--- src/rtl/assert_macros.svh ---
// ----------------------------------------------------------------------------
// assert_macros.svh
// Concurrent assertion helpers used by the top-level design file
// ----------------------------------------------------------------------------
`ifndef ASSERT_MACROS_SVH
`define ASSERT_MACROS_SVH

`ifndef SYNTH
// property checked on every rising edge while out of reset
`define ASSERT_PROP(lbl, clk, rstn, prop) \
  lbl: assert property (@(posedge clk) disable iff (!rstn) prop) \
    else $error("assertion failed");
// expression that must never be true while out of reset
`define ASSERT_NEVER(lbl, clk, rstn, expr) \
  lbl: assert property (@(posedge clk) disable iff (!rstn) !(expr)) \
    else $error("forbidden condition seen");
`else
`define ASSERT_PROP(lbl, clk, rstn, prop)
`define ASSERT_NEVER(lbl, clk, rstn, expr)
`endif

`endif

--- src/rtl/lfcf_pkg.sv ---
// ----------------------------------------------------------------------------
// lfcf_pkg
// Shared widths, codes and control types of the damped comb filter
// ----------------------------------------------------------------------------
package lfcf_pkg;

  localparam int SAMPLE_W    = 16;
  localparam int COEF_W      = 17;
  localparam int COEF_FRAC   = 16;
  localparam int GUARD_W     = 8;
  localparam int STATE_W     = SAMPLE_W + GUARD_W;
  localparam int MUL_B_W     = COEF_W + 1;
  localparam int PROD_W      = STATE_W + MUL_B_W;
  localparam int MAX_DELAY   = 2048;
  localparam int ADDR_W      = $clog2(MAX_DELAY);
  localparam int LEN_W       = 12;
  localparam int DELAY_RESET = 1116;
  localparam int S_TDATA_W   = 72;
  localparam int M_TDATA_W   = 16;

  localparam logic [COEF_W-1:0] COEF_ONE = COEF_W'(1 << COEF_FRAC);

  // operation codes
  localparam logic OP_PROCESS = 1'b0;
  localparam logic OP_CLEAR   = 1'b1;

  typedef enum logic [2:0] {
    ST_IDLE,
    ST_READ,
    ST_MUL_DAMP,
    ST_MUL_FILT,
    ST_UPDATE,
    ST_MUL_REFL,
    ST_FINISH
  } ctrl_state_e;

  typedef enum logic [1:0] {
    MUL_DAMP,
    MUL_FILT,
    MUL_REFL
  } mul_sel_e;

  typedef struct packed {
    logic     load;
    logic     rd_en;
    logic     latch_dly;
    logic     mul_en;
    mul_sel_e mul_sel;
    logic     upd_state;
    logic     finish;
  } ctrl_cmd_t;

  typedef struct packed {
    logic clear_op;
    logic out_free;
  } ctrl_sts_t;

endpackage

--- src/rtl/lfcf_ctrl.sv ---
// ----------------------------------------------------------------------------
// lfcf_ctrl
// Sequencer that steps one item through read, three multiplies and writeback, a clear from read to finish
// ----------------------------------------------------------------------------
module lfcf_ctrl import lfcf_pkg::*; (
  input  logic      clk_i,
  input  logic      rst_ni,
  input  logic      in_valid_i,
  output logic      in_ready_o,
  input  ctrl_sts_t sts_i,
  output ctrl_cmd_t cmd_o
);

  ctrl_state_e state_q, state_d;

  always_ff @(posedge clk_i or negedge rst_ni) begin
    if (!rst_ni) begin
      state_q <= ST_IDLE;
    end else begin
      state_q <= state_d;
    end
  end

  always_comb begin
    state_d    = state_q;
    in_ready_o = 1'b0;
    cmd_o      = '{load: 1'b0, rd_en: 1'b0, latch_dly: 1'b0, mul_en: 1'b0,
                   mul_sel: MUL_DAMP, upd_state: 1'b0, finish: 1'b0};
    unique case (state_q)
      ST_IDLE: begin
        in_ready_o = 1'b1;
        if (in_valid_i) begin
          cmd_o.load = 1'b1;
          state_d    = ST_READ;
        end
      end
      ST_READ: begin
        if (sts_i.clear_op) begin
          state_d = ST_FINISH;
        end else begin
          cmd_o.rd_en = 1'b1;
          state_d     = ST_MUL_DAMP;
        end
      end
      ST_MUL_DAMP: begin
        cmd_o.latch_dly = 1'b1;
        cmd_o.mul_en    = 1'b1;
        cmd_o.mul_sel   = MUL_DAMP;
        state_d         = ST_MUL_FILT;
      end
      ST_MUL_FILT: begin
        cmd_o.mul_en  = 1'b1;
        cmd_o.mul_sel = MUL_FILT;
        state_d       = ST_UPDATE;
      end
      ST_UPDATE: begin
        cmd_o.upd_state = 1'b1;
        state_d         = ST_MUL_REFL;
      end
      ST_MUL_REFL: begin
        cmd_o.mul_en  = 1'b1;
        cmd_o.mul_sel = MUL_REFL;
        state_d       = ST_FINISH;
      end
      ST_FINISH: begin
        if (sts_i.out_free) begin
          cmd_o.finish = 1'b1;
          state_d      = ST_IDLE;
        end
      end
      default: begin
        state_d = ST_IDLE;
      end
    endcase
  end

endmodule

--- config.mk ---
export PLATFORM = sky130hd
export DESIGN_NAME = lfcf_ctrl
export DESIGN_NICKNAME = d
export VERILOG_FILES = /design/src/rtl/assert_macros.svh /design/src/rtl/lfcf_pkg.sv /design/src/rtl/lfcf_ctrl.sv
export SDC_FILE = /design/constraint.sdc
export NUM_CORES = 1
export LEC_CHECK = 0
export ABC_AREA = 0
export BUFFER_PORTS_ARGS = -buffer_cell sky130_fd_sc_hd__buf_2
export CAP_MARGIN = 30
export CORE_AREA = 5 5 42 44
export DETAILED_ROUTE_END_ITERATION = 10
export DIE_AREA = 0 0 47 49
export GPL_ROUTABILITY_DRIVEN = 1
export PLACE_DENSITY = 0.42
export SYNTH_ARGS = -nofsm -noshare
export SYNTH_HDL_FRONTEND = slang
export SYNTH_SLANG_ARGS = --single-unit
--- constraint.sdc ---
create_clock -name clk_i -period 2.4 [get_ports clk_i]
set_input_delay 0.48 -clock clk_i [delete_from_list [all_inputs] [get_ports clk_i]]
set_output_delay 0.48 -clock clk_i [all_outputs]
set_load 0.05 [all_outputs]
Word level (Yosys, flattened, before mapping)
Index checks and enable logic that the tools add are counted.
Storage, ports and cells
  logic and storage cells: 25
  register bits after elaboration: 3
  RAM bits: 0
  memories kept: 0
  latch bits: 0
  bits in read-only memories: 0
  bits of input ports: 5
  output and inout bits: 9
Operators by class
  mux-type cells: 14
  $mul: 0
  magnitude comparators: 0
  add/subtract/negate cells: 0
  reduce and logical (&&, ||, !) cells: 2
  bitwise operators: 0
  equality and inequality tests: 8
  divide/modulo/power cells: 0
  shifts and indexed selects: 0
Operators by type and width (count)
  $pmux 3 s7: 1
  $eq 3x3->1 const B: 3
  $mux 1: 9
  $mux 3: 3
  $pmux 3 s3: 1
  $eq 3x2->1 const B: 2
  $ne 2x2->1 const B: 2
  $eq 3x1->1 const B: 1
  $logic_not 3->1: 1
  $reduce_and 2->1: 1

Depth between registers and ports, before layout
  depth in word-level cells: 3
  gate-level depth with buffers: 3
  depth with buffers taken out: 2

Least setup slack after synthesis
OpenSTA, ideal clock, no wires.
  path type: reg2out
  from: register state_q[1]
  to: output cmd_o[7] in the netlist's numbering
  data arrival time: 1.721 ns
  required time: 1.920 ns
  cell stages (with the launch flop): 4
  path buffers: 1
  path slack: 0.199 ns
  cells stage by stage: dfrtp_1 > buf_6 > nor3_2 > and2_1
RTL lines
  start: declaration: RTL line lfcf_ctrl.sv:14  | ctrl_state_e state_q, state_d;
  start signal: assignment: RTL line lfcf_ctrl.sv:20  | state_q <= state_d;
  end: declaration: RTL line lfcf_ctrl.sv:11  | output ctrl_cmd_t cmd_o

==> impl_summary.md <==
Synth
The synthesized netlist occupies a cell area of ~230 sq um. Sequential elements use around a third of the synthesized area. The distinct cell type count of the synthesized netlist is 20. The Yosys step of the flow raised 0 warnings. In this run, synthesis inferred 0 flip-flops with an integrated enable. Counting instances in the post-synthesis netlist gives the leading cell types as 3 x sky130_fd_sc_hd__dfrtp_1, 3 x sky130_fd_sc_hd__nor3_1, 2 x sky130_fd_sc_hd__and2_1, 2 x sky130_fd_sc_hd__nand2b_1. The top-area cell type share of the netlist area is ~33%. By area the synthesized netlist is led by sky130_fd_sc_hd__dfrtp_1 33%, sky130_fd_sc_hd__nor3_1 6.6%, sky130_fd_sc_hd__and2_1 5.5%. The post-synthesis cell count is 26. The largest total area in the synthesized netlist belongs to sky130_fd_sc_hd__dfrtp_1. The post-synth net total is 31. Counting flops and latches in the post-synthesis netlist gives 3. In the synthesized netlist the dominant register cell turns out to be sky130_fd_sc_hd__dfrtp_1.

In the synthesized netlist the async set-or-reset flop fraction comes to 100.0%. The average size of a mapped cell is around 8.7 sq um.

Job
Across the run, the number of max-cap violations was 0.

Worst setup path
Among all stages on the critical path, the largest delay is contributed by sky130_fd_sc_hd__dfrtp_1. At the worst endpoint, the arrival time is ~1.3 ns. In this run the worst setup path begins at state_q[1]. Counting both buffers and inverters, the worst setup path holds a total of 1. The nature of the critical path endpoint is an output pin. The critical path data required time is approximately 1.9 ns.

Of all nets on the critical path, the largest fanout is 12. Walking the worst path, the cells encountered are nand2b_1 -> nor3_1 -> buf_2. The startpoint-to-endpoint class of the critical path is reg -> out.

Grouping stages by cell kind, the critical path spends the most delay in flip-flops. The critical path runs through a total of 3 cells. The startpoint identified for the worst register-to-register timing path is state_q[1]. The worst setup path is launched from a register. Counting cells, the worst reg-to-reg path comes to 2. The maximum cell stage delay along the critical path is approximately 0.48 ns.

STA
Setup repair after global routing left no endpoint under its margin. In the finished design, the share of the clock period the worst path needs comes to roughly 76%. The shortest clock period the worst path allows after layout is 1.819 ns. The slew at the pin with the worst max-slew slack is approximately 0.33 ns. Across the routed clock network, the largest skew measured is about 0.0024 ns.

The final sum of negative setup slack is 0 ns. The final count of pins violating max slew was 0. The number of endpoints with negative hold slack in the final report came to 0. The worst max-slew margin expressed relative to the limit is between 70% and 80%. The final-report setup violation count is 0. Derived from the worst setup path, the maximum achievable clock frequency is between 0.5 and 0.6 GHz.

Clock network
The clock reaches the later pin of the worst-skew pair after ~0.23 ns. The master cell of the clock root buffer is sky130_fd_sc_hd__clkbuf_4. The deepest clock path buffer count is 2.

The post-CTS setup buffer count is 0. The number of hold buffers added after cts is 0. After clock tree synthesis, the clock-pin slew on the worst setup and hold paths is about 0.040 ns.

The number of levels in the clock H-tree is 1. For this design, the sink count on the clock tree is 3. The number of buffers added by the clock tree synthesis step is 3. Once the clock tree was built, the resizer swapped 0 gates to a different size. The clock tree from TritonCTS is yes.

Layout
The register with the most flip-flops in the layout has 3 of them. The share of cells above drive strength 1 is between 40% and 50%. More flip-flops sit in one register than any other, and that register is state_q. The largest registers in the layout are state_q (3).

The repair_antennas step left the layout with diodes totalling 0. The growth of design area from synthesis to finish is 38.67%. The total number of nets in the final design is 46.

Placement
Detailed placement ended at an HPWL of approximately 420 um. The final weighted congestion in routability-driven placement is a little over 0.6. The count of input and output buffers is 13.

Route
The count of nets left with antenna violations once routing finished came out at 0. The final route contains 229 vias. The routed design has around 550 um of wire. The count of routing violations after the opening detailed-route iteration is 4. The average wire per standard cell is 9.804 um. The post-route DRC violation count is 0. The first detailed-routing pass took 4 iterations. The detailed-route vias per instance is roughly 4.

GRT
The wire length of the first global-routing pass is about 840 um. The number of antenna violations at the first check in global routing came to 0. The global-route usage over all layers is ~5.3%. The via count of the first global-routing pass came to 213.

For this run the aggregate overflow at the end of global routing stands at 0. The pin count of the biggest net entering global routing is 13.

Hold path
The min-delay analysis places its worst path in the category in -> async.

Floorplanning
The die covers between 2000 and 2500 sq um. The boundary pin count is 14. Once the floorplan was initialized, standard cells occupied 16.16% of the core. The initialized floorplan defines 14 standard-cell rows.

The placeable core area is approximately 1400 sq um. The horizontal die dimension is about 47 um. The die is 49 um tall.

Status
The flow ran to the end, and the final reports show no timing, DRC or antenna violations.
## routing by layer
metal	up-vias	wire [um]	GRT usage, %	part of all wire [%]
li1	117	-	-	-
met1	100	245	6.181	45
met2	12	204	5.656	37
met3	0	99	4.797	18
met4	0	0	4.147	0
met5	-	0	0	0
## final timing paths
path	endpoint	slack (ns)
worst min-delay path	state_q[2]	0.04
min in group clk_i	state_q[1]	0.57
worst max register to register	state_q[2]	1.26
worst min register to register	state_q[0]	0.60
max in group asynchronous	state_q[1]	2.26
worst max-delay path	cmd_o[6]	0.58
## kinds of logic after synthesis
logic type	Yosys count	synth area share [%]
DFF	3	33.15
buffers and inverters	4	12.15
and+or+nand+nor	14	38.12
AOI/OAI and AO/OA	5	16.58
## cell usage in the layout (no fill, tap or decap)
master	synthesis	layout
sky130_fd_sc_hd__buf_2	1	13
sky130_fd_sc_hd__nor3_1	3	3
sky130_fd_sc_hd__clkbuf_4	0	3
sky130_fd_sc_hd__dfrtp_1	3	3
sky130_fd_sc_hd__nand2b_1	2	2
sky130_fd_sc_hd__and2_1	2	2
sky130_fd_sc_hd__nor3_2	1	1
sky130_fd_sc_hd__nor2_1	1	1
sky130_fd_sc_hd__and3b_1	1	1
sky130_fd_sc_hd__inv_2	1	1
sky130_fd_sc_hd__and3_1	1	1
sky130_fd_sc_hd__a21o_1	1	1
sky130_fd_sc_hd__nor2b_1	1	1
sky130_fd_sc_hd__o21ai_1	1	1
sky130_fd_sc_hd__a211oi_1	1	1
sky130_fd_sc_hd__a21boi_1	1	1
sky130_fd_sc_hd__or3_1	1	1
sky130_fd_sc_hd__nand3_1	1	1
sky130_fd_sc_hd__o211a_1	1	1
sky130_fd_sc_hd__clkbuf_1	0	1
## through the flow
stage          instances  utilization [%]  setup WS, ns  area [sq um]  hold slack (ns)
2_1_floorplan         26                -        0.1989         226.5           0.1844
3_3_place_gp          52            20.54        0.8018         287.8           0.2799
6_report              56            22.41        0.5809         314.1          0.03597
5_1_grt               56            22.41        0.4831         314.1          0.02721
4_1_cts               56            22.41        0.5564         314.1          0.03244
3_5_place_dp          52            20.54        0.8102         287.8           0.2813
## worst reg2reg max path, delay by kind of cell (launching register included)
kind	cells	cell delay, ns
AOI/OAI and AO/OA	1	0.13
and+or+nand+nor	1	0.41
DFF	1	0.48
## area by class of cell
class | count | area, sq um
fill | 175 | 1087
multi-input combinational | 19 | 123.9
sequential | 3 | 75.07
timing repair buffer | 13 | 65.06
clock buffer | 4 | 26.28
tap | 16 | 20.02
inverter | 1 | 3.754
Power is left out: the tool's default activity adds up to more than one toggle a clock period on the data nets, which glitch-free logic cannot reach.
